**src/rtl/four_channel_current_filter_defines.svh**
```systemverilog
// ----------------------------------------------------------------------------
// four_channel_current_filter_defines
// Assertion macros used by the current filter control RTL.
// ----------------------------------------------------------------------------
`ifndef FOUR_CHANNEL_CURRENT_FILTER_DEFINES_SVH
`define FOUR_CHANNEL_CURRENT_FILTER_DEFINES_SVH
`ifndef ASSERT_OFF
// plain property on clk, disabled while arst_n is low
`define FCCF_ASSERT(label, prop, msg) \
	label: assert property (@(posedge clk) disable iff (!arst_n) prop) else $error(msg);
// same-cycle implication
`define FCCF_ASSERT_IMPL(label, ante, cons, msg) \
	`FCCF_ASSERT(label, ante |-> cons, msg)
// next-cycle implication
`define FCCF_ASSERT_NEXT(label, ante, cons, msg) \
	`FCCF_ASSERT(label, ante |=> cons, msg)
`else
`define FCCF_ASSERT(label, prop, msg)
`define FCCF_ASSERT_IMPL(label, ante, cons, msg)
`define FCCF_ASSERT_NEXT(label, ante, cons, msg)
`endif
`endif

```
**src/rtl/fccf_pkg.sv**
```systemverilog
// ----------------------------------------------------------------------------
// fccf_pkg
// Constants, register codes and control structs of the current filter.
// ----------------------------------------------------------------------------
package fccf_pkg;

	localparam int NCH       = 4;
	// window length, a power of two so the mean is a plain shift
	localparam int WINDOW    = 4;
	localparam int WIN_LOG2  = $clog2(WINDOW);
	localparam int WIN_IDX_W = (WINDOW > 1) ? WIN_LOG2 : 1;
	localparam int CH_W      = $clog2(NCH);

	localparam int RAW_W     = 12;
	localparam int SUM_W     = RAW_W + WIN_LOG2;
	localparam int SCALE_W   = 24;
	localparam int ALPHA_W   = 17;
	localparam int AMP_W     = 28;
	localparam int PROD_W    = RAW_W + SCALE_W;
	localparam int FRAC_SHIFT = 8;
	localparam int DIFF_W    = AMP_W + 1;
	localparam int MPROD_W   = ALPHA_W + 1 + DIFF_W;
	localparam int EMA_SHIFT = 16;

	localparam int CFG_IDX_W  = 2;
	localparam int CFG_DATA_W = 24;

	localparam logic [ALPHA_W-1:0] ALPHA_ONE = 17'h10000;
	localparam logic [SCALE_W-1:0] SCALE_RST = 24'd27041;
	localparam logic signed [MPROD_W-1:0] EMA_ROUND = MPROD_W'(32768);

	localparam logic [CFG_IDX_W-1:0] REG_SCALE  = 2'd0;
	localparam logic [CFG_IDX_W-1:0] REG_ENABLE = 2'd1;
	localparam logic [CFG_IDX_W-1:0] REG_ALPHA  = 2'd2;

	typedef struct packed {
		logic            capture;
		logic            issue;
		logic [CH_W-1:0] ch;
		logic            load;
	} ctrl_cmd_t;

	typedef struct packed {
		logic wb_last;
	} dp_status_t;

	typedef struct packed {
		logic [SCALE_W-1:0] scale;
		logic [ALPHA_W-1:0] alpha;
		logic               bypass;
	} cfg_state_t;

endpackage

```
**src/rtl/fccf_if.sv**
```systemverilog
// ----------------------------------------------------------------------------
// fccf_if
// Valid/ready channel interfaces: sample frames, result words, config writes.
// ----------------------------------------------------------------------------
interface fccf_sample_if import fccf_pkg::*; ();
	logic             valid;
	logic             ready;
	logic [RAW_W-1:0] raw_ch0;
	logic [RAW_W-1:0] raw_ch1;
	logic [RAW_W-1:0] raw_ch2;
	logic [RAW_W-1:0] raw_ch3;
	modport source (output valid, raw_ch0, raw_ch1, raw_ch2, raw_ch3, input ready);
	modport sink (input valid, raw_ch0, raw_ch1, raw_ch2, raw_ch3, output ready);
endinterface

interface fccf_result_if import fccf_pkg::*; ();
	logic             valid;
	logic             ready;
	logic [AMP_W-1:0] amp_ch0;
	logic [AMP_W-1:0] amp_ch1;
	logic [AMP_W-1:0] amp_ch2;
	logic [AMP_W-1:0] amp_ch3;
	logic [AMP_W-1:0] filt_ch0;
	logic [AMP_W-1:0] filt_ch1;
	logic [AMP_W-1:0] filt_ch2;
	logic [AMP_W-1:0] filt_ch3;
	modport source (output valid, amp_ch0, amp_ch1, amp_ch2, amp_ch3,
		filt_ch0, filt_ch1, filt_ch2, filt_ch3, input ready);
	modport sink (input valid, amp_ch0, amp_ch1, amp_ch2, amp_ch3,
		filt_ch0, filt_ch1, filt_ch2, filt_ch3, output ready);
endinterface

interface fccf_cfg_if import fccf_pkg::*; ();
	logic                  valid;
	logic                  ready;
	logic [CFG_IDX_W-1:0]  index;
	logic [CFG_DATA_W-1:0] data;
	modport source (output valid, index, data, input ready);
	modport sink (input valid, index, data, output ready);
endinterface

```
**src/rtl/fccf_cfg.sv**
```systemverilog
// ----------------------------------------------------------------------------
// fccf_cfg
// Configuration registers and the primed flag of the low-pass filter.
// ----------------------------------------------------------------------------
module fccf_cfg import fccf_pkg::*; (
	input  logic       clk,
	input  logic       arst_n,
	fccf_cfg_if.sink   cfg,
	input  logic       set_primed,
	output cfg_state_t cfg_st
);

	logic [SCALE_W-1:0] scale_q;
	logic [ALPHA_W-1:0] alpha_q;
	logic               enable_q;
	logic               primed_q;
	logic [ALPHA_W-1:0] alpha_wr;

	assign cfg.ready = 1'b1;

	// alpha above one saturates to pass-through
	always_comb begin
		alpha_wr = cfg.data[ALPHA_W-1:0];
		if (alpha_wr > ALPHA_ONE) begin
			alpha_wr = ALPHA_ONE;
		end
	end

	always_ff @(posedge clk or negedge arst_n) begin
		if (!arst_n) begin
			scale_q  <= SCALE_RST;
			alpha_q  <= ALPHA_ONE;
			enable_q <= 1'b0;
			primed_q <= 1'b0;
		end else begin
			if (set_primed) begin
				primed_q <= 1'b1;
			end
			if (cfg.valid && cfg.ready) begin
				case (cfg.index)
					REG_SCALE: begin
						scale_q <= cfg.data[SCALE_W-1:0];
					end
					REG_ENABLE: begin
						enable_q <= cfg.data[0];
						if (!cfg.data[0]) begin
							alpha_q  <= ALPHA_ONE;
							primed_q <= 1'b0;
						end
					end
					REG_ALPHA: begin
						alpha_q <= alpha_wr;
						if (alpha_wr < ALPHA_ONE) begin
							enable_q <= 1'b1;
						end
					end
					default: begin
					end
				endcase
			end
		end
	end

	assign cfg_st.scale  = scale_q;
	assign cfg_st.alpha  = alpha_q;
	assign cfg_st.bypass = !enable_q || (alpha_q >= ALPHA_ONE) || !primed_q;

endmodule

```
**src/rtl/fccf_datapath.sv**
```systemverilog
// ----------------------------------------------------------------------------
// fccf_datapath
// Per-channel window sum, scale multiply and EMA update, one channel a cycle.
// ----------------------------------------------------------------------------
module fccf_datapath import fccf_pkg::*; (
	input  logic             clk,
	input  logic             arst_n,
	input  ctrl_cmd_t        cmd,
	input  cfg_state_t       cfg_st,
	input  logic [RAW_W-1:0] raw [NCH],
	output dp_status_t       status,
	output logic [AMP_W-1:0] amp [NCH],
	output logic [AMP_W-1:0] filt [NCH]
);

	logic [RAW_W-1:0]     raw_q [NCH];
	logic                 bypass_q;
	logic [RAW_W-1:0]     win_q [NCH][WINDOW];
	logic [SUM_W-1:0]     sum_q [NCH];
	logic [WIN_IDX_W-1:0] slot_q;
	logic [AMP_W-1:0]     y_q [NCH];
	logic [AMP_W-1:0]     res_amp_q [NCH];
	logic [AMP_W-1:0]     res_filt_q [NCH];
	logic [AMP_W-1:0]     out_amp_q [NCH];
	logic [AMP_W-1:0]     out_filt_q [NCH];

	logic                       v_s1, v_s2;
	logic [CH_W-1:0]            ch_s1, ch_s2;
	logic [PROD_W-1:0]          prod_s1;
	logic [AMP_W-1:0]           amp_s2;
	logic signed [MPROD_W-1:0]  mprod_s2;

	logic [RAW_W-1:0]          new_smp, old_smp;
	logic [SUM_W-1:0]          new_sum;
	logic [RAW_W-1:0]          mean;
	logic [AMP_W-1:0]          amp_b;
	logic signed [DIFF_W-1:0]  diff_b;
	logic signed [MPROD_W-1:0] step_c;
	logic signed [MPROD_W-1:0] ysum_c;
	logic [AMP_W-1:0]          ynew_c;

	// stage 1: ring update, running sum, mean times scale
	assign new_smp = raw_q[cmd.ch];
	assign old_smp = win_q[cmd.ch][slot_q];
	assign new_sum = sum_q[cmd.ch] + SUM_W'(new_smp) - SUM_W'(old_smp);
	assign mean    = RAW_W'(new_sum >> WIN_LOG2);

	// stage 2: truncate to Q12.16, alpha times difference
	assign amp_b  = prod_s1[FRAC_SHIFT +: AMP_W];
	assign diff_b = $signed({1'b0, amp_b}) - $signed({1'b0, y_q[ch_s1]});

	// stage 3: round half up, floor shift, accumulate
	assign step_c = (mprod_s2 + EMA_ROUND) >>> EMA_SHIFT;
	assign ysum_c = $signed({{(MPROD_W-AMP_W){1'b0}}, y_q[ch_s2]}) + step_c;
	assign ynew_c = bypass_q ? amp_s2 : ysum_c[AMP_W-1:0];

	always_ff @(posedge clk or negedge arst_n) begin
		if (!arst_n) begin
			v_s1   <= 1'b0;
			v_s2   <= 1'b0;
			slot_q <= '0;
			for (int c = 0; c < NCH; c++) begin
				sum_q[c] <= '0;
				y_q[c]   <= '0;
				for (int i = 0; i < WINDOW; i++) begin
					win_q[c][i] <= '0;
				end
			end
		end else begin
			v_s1 <= cmd.issue;
			v_s2 <= v_s1;
			if (cmd.issue) begin
				win_q[cmd.ch][slot_q] <= new_smp;
				sum_q[cmd.ch]         <= new_sum;
				if (cmd.ch == CH_W'(NCH - 1)) begin
					slot_q <= (slot_q == WIN_IDX_W'(WINDOW - 1)) ? '0 : slot_q + 1'b1;
				end
			end
			if (v_s2) begin
				y_q[ch_s2] <= ynew_c;
			end
		end
	end

	always_ff @(posedge clk) begin
		if (cmd.capture) begin
			raw_q    <= raw;
			bypass_q <= cfg_st.bypass;
		end
		if (cmd.issue) begin
			prod_s1 <= mean * cfg_st.scale;
			ch_s1   <= cmd.ch;
		end
		if (v_s1) begin
			amp_s2   <= amp_b;
			ch_s2    <= ch_s1;
			mprod_s2 <= $signed({1'b0, cfg_st.alpha}) * diff_b;
		end
		if (v_s2) begin
			res_amp_q[ch_s2]  <= amp_s2;
			res_filt_q[ch_s2] <= ynew_c;
		end
		if (cmd.load) begin
			out_amp_q  <= res_amp_q;
			out_filt_q <= res_filt_q;
		end
	end

	assign status.wb_last = v_s2 && (ch_s2 == CH_W'(NCH - 1));
	assign amp  = out_amp_q;
	assign filt = out_filt_q;

endmodule

```
**src/rtl/fccf_ctrl.sv**
```systemverilog
// ----------------------------------------------------------------------------
// fccf_ctrl
// Frame sequencer: capture, channel issue, pipeline drain, result hand-off.
// ----------------------------------------------------------------------------
`include "four_channel_current_filter_defines.svh"

module fccf_ctrl import fccf_pkg::*; (
	input  logic       clk,
	input  logic       arst_n,
	input  logic       sample_valid,
	output logic       sample_ready,
	output logic       result_valid,
	input  logic       result_ready,
	input  dp_status_t status,
	output ctrl_cmd_t  cmd
);

	typedef enum logic [3:0] {
		S_IDLE  = 4'b0001,
		S_ISSUE = 4'b0010,
		S_DRAIN = 4'b0100,
		S_LOAD  = 4'b1000
	} state_t;

	state_t          state_q, state_d;
	logic [CH_W-1:0] cnt_q;
	logic            out_v_q;

	always_comb begin
		state_d      = state_q;
		cmd          = '0;
		sample_ready = (state_q == S_IDLE);
		case (state_q)
			S_IDLE: begin
				if (sample_valid) begin
					cmd.capture = 1'b1;
					state_d     = S_ISSUE;
				end
			end
			S_ISSUE: begin
				cmd.issue = 1'b1;
				cmd.ch    = cnt_q;
				if (cnt_q == CH_W'(NCH - 1)) begin
					state_d = S_DRAIN;
				end
			end
			S_DRAIN: begin
				if (status.wb_last) begin
					state_d = S_LOAD;
				end
			end
			S_LOAD: begin
				// wait for the output word to free up
				if (!out_v_q || result_ready) begin
					cmd.load = 1'b1;
					state_d  = S_IDLE;
				end
			end
			default: begin
				state_d = S_IDLE;
			end
		endcase
	end

	always_ff @(posedge clk or negedge arst_n) begin
		if (!arst_n) begin
			state_q <= S_IDLE;
			cnt_q   <= '0;
			out_v_q <= 1'b0;
		end else begin
			state_q <= state_d;
			if (state_q == S_ISSUE && cnt_q != CH_W'(NCH - 1)) begin
				cnt_q <= cnt_q + 1'b1;
			end else begin
				cnt_q <= '0;
			end
			if (cmd.load) begin
				out_v_q <= 1'b1;
			end else if (result_ready) begin
				out_v_q <= 1'b0;
			end
		end
	end

	assign result_valid = out_v_q;

	`FCCF_ASSERT_NEXT(a_load_holds, state_q == S_LOAD && out_v_q && !result_ready, state_q == S_LOAD, "result word overwritten before taken")
	`FCCF_ASSERT_IMPL(a_wb_in_drain, status.wb_last, state_q == S_DRAIN, "last channel written back outside drain")
	`FCCF_ASSERT_NEXT(a_load_valid, cmd.load, out_v_q, "loaded result word not flagged valid")

endmodule

```
**src/rtl/four_channel_current_filter.sv**
```systemverilog
// ----------------------------------------------------------------------------
// four_channel_current_filter
// Window mean, amps scaling and EMA low-pass for four ADC current channels.
// ----------------------------------------------------------------------------
// channel  dir  word
// sample   in   raw_ch0..raw_ch3, 12-bit ADC counts
// result   out  amp_ch0..3 and filt_ch0..3, Q12.16 amps
// cfg      in   index 0 scale_per_lsb, 1 lpf_enable, 2 lpf_alpha
//
// a frame goes from accept to result word in order: a capture, an issue of
// each channel in turn through the shared multiply path, a drain of the
// EMA stages and a load into the output register.
// a new frame is accepted while the previous result word waits; the load
// stalls until that word is taken. cfg is always ready.
// arst_n clears windows, sums, filter state, primed flag and registers.
// ----------------------------------------------------------------------------
module four_channel_current_filter import fccf_pkg::*; (
	input  logic           clk,
	input  logic           arst_n,
	fccf_sample_if.sink    sample,
	fccf_result_if.source  result,
	fccf_cfg_if.sink       cfg
);

	ctrl_cmd_t        cmd;
	dp_status_t       status;
	cfg_state_t       cfg_st;
	logic [RAW_W-1:0] raw [NCH];
	logic [AMP_W-1:0] amp [NCH];
	logic [AMP_W-1:0] filt [NCH];

	assign raw[0] = sample.raw_ch0;
	assign raw[1] = sample.raw_ch1;
	assign raw[2] = sample.raw_ch2;
	assign raw[3] = sample.raw_ch3;

	fccf_cfg u_cfg (
		.clk        (clk),
		.arst_n     (arst_n),
		.cfg        (cfg),
		.set_primed (cmd.capture),
		.cfg_st     (cfg_st)
	);

	fccf_ctrl u_ctrl (
		.clk          (clk),
		.arst_n       (arst_n),
		.sample_valid (sample.valid),
		.sample_ready (sample.ready),
		.result_valid (result.valid),
		.result_ready (result.ready),
		.status       (status),
		.cmd          (cmd)
	);

	fccf_datapath u_dp (
		.clk    (clk),
		.arst_n (arst_n),
		.cmd    (cmd),
		.cfg_st (cfg_st),
		.raw    (raw),
		.status (status),
		.amp    (amp),
		.filt   (filt)
	);

	assign result.amp_ch0  = amp[0];
	assign result.amp_ch1  = amp[1];
	assign result.amp_ch2  = amp[2];
	assign result.amp_ch3  = amp[3];
	assign result.filt_ch0 = filt[0];
	assign result.filt_ch1 = filt[1];
	assign result.filt_ch2 = filt[2];
	assign result.filt_ch3 = filt[3];

endmodule

```
**src/flat_wrapper.sv**
```systemverilog
// flat-port wrapper written by rule: the top's interface ports become plain ports
module four_channel_current_filter_flat import fccf_pkg::*;
  (clk, arst_n, sample_valid, sample_raw_ch0, sample_raw_ch1, sample_raw_ch2, sample_raw_ch3, sample_ready, result_valid, result_amp_ch0, result_amp_ch1, result_amp_ch2, result_amp_ch3, result_filt_ch0, result_filt_ch1, result_filt_ch2, result_filt_ch3, result_ready, cfg_valid, cfg_index, cfg_data, cfg_ready);
  fccf_sample_if sample_i ();
  fccf_result_if result_i ();
  fccf_cfg_if cfg_i ();
  input  logic clk;
  input  logic arst_n;
  input wire logic [$bits(sample_i.valid)-1:0] sample_valid;
  input wire logic [$bits(sample_i.raw_ch0)-1:0] sample_raw_ch0;
  input wire logic [$bits(sample_i.raw_ch1)-1:0] sample_raw_ch1;
  input wire logic [$bits(sample_i.raw_ch2)-1:0] sample_raw_ch2;
  input wire logic [$bits(sample_i.raw_ch3)-1:0] sample_raw_ch3;
  output wire logic [$bits(sample_i.ready)-1:0] sample_ready;
  output wire logic [$bits(result_i.valid)-1:0] result_valid;
  output wire logic [$bits(result_i.amp_ch0)-1:0] result_amp_ch0;
  output wire logic [$bits(result_i.amp_ch1)-1:0] result_amp_ch1;
  output wire logic [$bits(result_i.amp_ch2)-1:0] result_amp_ch2;
  output wire logic [$bits(result_i.amp_ch3)-1:0] result_amp_ch3;
  output wire logic [$bits(result_i.filt_ch0)-1:0] result_filt_ch0;
  output wire logic [$bits(result_i.filt_ch1)-1:0] result_filt_ch1;
  output wire logic [$bits(result_i.filt_ch2)-1:0] result_filt_ch2;
  output wire logic [$bits(result_i.filt_ch3)-1:0] result_filt_ch3;
  input wire logic [$bits(result_i.ready)-1:0] result_ready;
  input wire logic [$bits(cfg_i.valid)-1:0] cfg_valid;
  input wire logic [$bits(cfg_i.index)-1:0] cfg_index;
  input wire logic [$bits(cfg_i.data)-1:0] cfg_data;
  output wire logic [$bits(cfg_i.ready)-1:0] cfg_ready;
  assign sample_i.valid = sample_valid;
  assign sample_i.raw_ch0 = sample_raw_ch0;
  assign sample_i.raw_ch1 = sample_raw_ch1;
  assign sample_i.raw_ch2 = sample_raw_ch2;
  assign sample_i.raw_ch3 = sample_raw_ch3;
  assign sample_ready = sample_i.ready;
  assign result_valid = result_i.valid;
  assign result_amp_ch0 = result_i.amp_ch0;
  assign result_amp_ch1 = result_i.amp_ch1;
  assign result_amp_ch2 = result_i.amp_ch2;
  assign result_amp_ch3 = result_i.amp_ch3;
  assign result_filt_ch0 = result_i.filt_ch0;
  assign result_filt_ch1 = result_i.filt_ch1;
  assign result_filt_ch2 = result_i.filt_ch2;
  assign result_filt_ch3 = result_i.filt_ch3;
  assign result_i.ready = result_ready;
  assign cfg_i.valid = cfg_valid;
  assign cfg_i.index = cfg_index;
  assign cfg_i.data = cfg_data;
  assign cfg_ready = cfg_i.ready;
  four_channel_current_filter u_core (.clk(clk), .arst_n(arst_n), .sample(sample_i), .result(result_i), .cfg(cfg_i));
endmodule
```
**config.mk**
```make
export PLATFORM = sky130hd
export DESIGN_NAME = four_channel_current_filter_flat
export DESIGN_NICKNAME = d
export VERILOG_FILES = /design/src/rtl/fccf_pkg.sv /design/src/rtl/fccf_if.sv /design/src/rtl/fccf_cfg.sv /design/src/rtl/fccf_datapath.sv /design/src/rtl/fccf_ctrl.sv /design/src/rtl/four_channel_current_filter.sv /design/src/flat_wrapper.sv
export VERILOG_INCLUDE_DIRS = /design/src /design/src/rtl
export SDC_FILE = /design/constraint.sdc
export NUM_CORES = 2
export LEC_CHECK = 0
export BUFFER_PORTS_ARGS = -buffer_cell sky130_fd_sc_hd__clkbuf_2
export CORE_MARGIN = 4
export CORE_UTILIZATION = 50
export DETAILED_ROUTE_END_ITERATION = 16
export PLACE_DENSITY = 0.67
export SLEW_MARGIN = 20
export SYNTH_ARGS = -nofsm -noshare
export SYNTH_HDL_FRONTEND = slang
export SYNTH_SLANG_ARGS = --single-unit
```
**constraint.sdc**
```tcl
create_clock -name clk -period 20.6 [get_ports clk]
set_input_delay 4.12 -clock clk [delete_from_list [all_inputs] [get_ports clk]]
set_output_delay 4.12 -clock clk [all_outputs]
set_load 0.02 [all_outputs]
```
==> metrics <==
status complete, no violations; Tcrit/Tclk final 58.3%; Yosys warning total 0; Initial Utilization 50.4%; Reg area 28000 µm²; DR vias 44671; DIE AREA 139000 µm²; post-synth top area share 26.5%; Setup Crit Path Kind flop to flop; fill count 11241; syn nets 7010; via density per instance 5.56; Worst Hold Class flop to flop; initial DRC count 3832; Crit path largest cell delay 560 ps; average wire per standard cell 21.2 µm; nets@finish 7204; grt total ovfl 0; root buf cell clkbuf_16; Die X 373 µm; Mapped Avg Cell Area 11.1 µm²; Clock Skew 25.8 ps; CP required 21050 ps; Slew @ Worst Pin 1160 ps; CTS tree done; vias in the first global route 45994; CP endpoint u_core.u_dp.prod_s1[30]; RSZ-0062 raised after global routing false; synthesized cell area 66400 µm²; Yosys top cell by area edfxtp_1; PostCTS Resize Cnt 0; CP max-delay cell dfrtp_1; Area contributors post-synth edfxtp_1 (26%), fa_1 (21%), dfrtp_1 (15%); first-pass GRT wire length 267 mm; largest net degree at the start of global routing 176; drt total wl 171 mm; Synth Register Bits 1000; top_reg_cell synth edfxtp_1; RR Endpoint u_core.u_dp.prod_s1[30]; DP Wirelength 120 mm; initial antenna violation count 4; worst path arrival time 12470 ps; post-CTS setup buffer count 0; Synth top cells by count nand2_1 (1036), inv_1 (833), fa_1 (687); Worst R2R Start u_core.u_ctrl.state_q[3]; most numerous cell in the Yosys netlist nand2_1; Mapped Cells 5997; count of cell types in the netlist 81; Top Ports 306; n_diodes 0; crit path capture type flop; FP Rows 133; Core Region 132000 µm²; TNS Setup 0 ps; Crit Path Max Fanout 50; All-Layer GR Usage 24.9%; R2R setup slack 8580 ps; # setup viols final 0; DRT antenna net count 0; routability cong. 0.886; Fmax 83.2 MHz; worst setup path startpoint u_core.u_ctrl.state_q[3]; Async SR Flop Fraction 41.4%; Post-synth EDFFs 586; post-synthesis sequential area ratio 42.1%; Clock Tree Buf Depth 3; cell depth of the worst flop-to-flop path 41; Worst-Skew Late Latency 710 ps; Critical Path Most Common Cell fa_1; CP Launch Type flop; max-cap violation count 0; Max Slew Vio Count 0; fin crit period 12020 ps; share of cells above drive strength 1 12.2%; router iterations before antenna repair 6; area of the multi-input gates 34400 µm²; Clock Pin Slew Worst Setup and Hold Paths 60 ps; TritonCTS buffer count 102; port buffer count 304; Syn-to-layout area delta 10.6%; endpoints failing hold 0; Die Height 373 µm; H-tree depth 3; Remaining DRCs 0; total clock sinks 1000; CTS Hold Bufs 0; Max-slew headroom 22.5%
==> worst min-delay path by stage <==
| stage | start | to | slack (ps) | cells past startpoint |
|---|---|---|---|---|
| after global placement | u_core.u_dp.res_filt_q[57] | u_core.u_dp.filt[57] | 400 | 0 |
| final | u_core.u_dp.res_filt_q[0] | u_core.u_dp.filt[0] | 410 | 0 |
| after CTS | u_core.u_dp.res_filt_q[95] | u_core.u_dp.filt[95] | 410 | 0 |
| after global routing | u_core.u_dp.res_filt_q[11] | u_core.u_dp.filt[11] | 420 | 0 |
| after detailed placement | u_core.u_dp.res_amp_q[11] | u_core.u_dp.amp[11] | 400 | 0 |
| after floorplan | u_core.u_dp.res_amp_q[0] | u_core.u_dp.amp[0] | 400 | 0 |
==> metal layers <==
| layer | wire length [µm] | up-vias | global-route usage (%) |
|---|---|---|---|
| met2 | 82700 | 1655 | 41.7 |
| li1 | - | 20034 | - |
| met4 | 6580 | 0 | 8.88 |
| met3 | 11700 | 371 | 4.12 |
| met5 | 0 | - | 0 |
| met1 | 69600 | 22611 | 33.1 |
==> area by class of cell <==
cell class / count / share of cell area [%]
flip-flops and latches: 1000 / 38.1
inverters: 835 / 4.27
well taps: 1755 / 2.99
clock buffers: 131 / 3.81
clock inverters: 60 / 0.865
multi-input cells: 3848 / 46.8
repair buffers: 404 / 3.12
==> stage by stage <==
stage	cells	hold slack [ps]	utilization (%)	cell area [µm²]	worst slack, ps
floorplan	5997	400	-	66400	6340
global placement	7842	400	53.1	70000	8960
detailed placement	7842	405	53.1	70000	8770
CTS	8033	415	55.7	73400	8710
global route	8033	418	55.7	73500	7940
finish	8033	415	55.7	73500	8580
==> cells in the final DEF, fill, tap and decap left out, types with 29 or more instances in the layout <==
| cell | n |
|---|---|
| nand2_1 | 1031 |
| inv_1 | 829 |
| fa_1 | 687 |
| edfxtp_1 | 586 |
| dfrtp_1 | 398 |
| o21ai_0 | 361 |
| clkbuf_2 | 303 |
| ha_1 | 247 |
| and2_1 | 243 |
| nor2_1 | 159 |
| a21oi_1 | 110 |
| clkbuf_16 | 106 |
| buf_4 | 99 |
| mux2i_1 | 96 |
| xnor2_1 | 95 |
| mux2_2 | 69 |
| o221ai_1 | 58 |
| mux4_2 | 56 |
| nand3_1 | 46 |
| a21o_1 | 46 |
| nand2b_1 | 46 |
| nand3b_1 | 37 |
| a22oi_1 | 36 |
| nor3_1 | 32 |
| and3_1 | 30 |
| xor2_1 | 29 |
==> sequential cells by signal, summed over array words and instances, names as in the netlist, 4 cells and up <==
signal and cells:
u_core.u_dp.win_q 192, u_core.u_dp.amp 112, u_core.u_dp.filt 112, u_core.u_dp.res_amp_q 112, u_core.u_dp.res_filt_q 112, u_core.u_dp.y_q 112
u_core.u_dp.sum_q 56, u_core.u_dp.raw_q 48, u_core.u_dp.mprod_s2 29, u_core.u_dp.amp_s2 28, u_core.u_dp.prod_s1 28, u_core.u_cfg.scale_q 24
u_core.u_cfg.alpha_q 17, u_core.u_ctrl.state_q 4
==> cells by family after synthesis <==
| family | share of synthesized area [%] |
|---|---|
| buf+inv | 6.52 |
| other cells | 0.00564 |
| flops | 42.1 |
| simple gates | 11.6 |
| compound gates | 7.96 |
| xor+xnor | 1.99 |
| mux | 4.51 |
| fa+ha+maj | 25.4 |
==> worst max-delay path, delay by kind of cell, from the launching register on <==
kind | cells | cell delay [ps]
compound gates | 17 | 4170
buf+inv | 8 | 1710
fa+ha+maj | 9 | 3510
xor+xnor | 1 | 160
flops | 1 | 560
simple gates | 6 | 1580
Power is not shown: default switching activity piles up to over one toggle a cycle in this logic, so the estimate is an artifact.
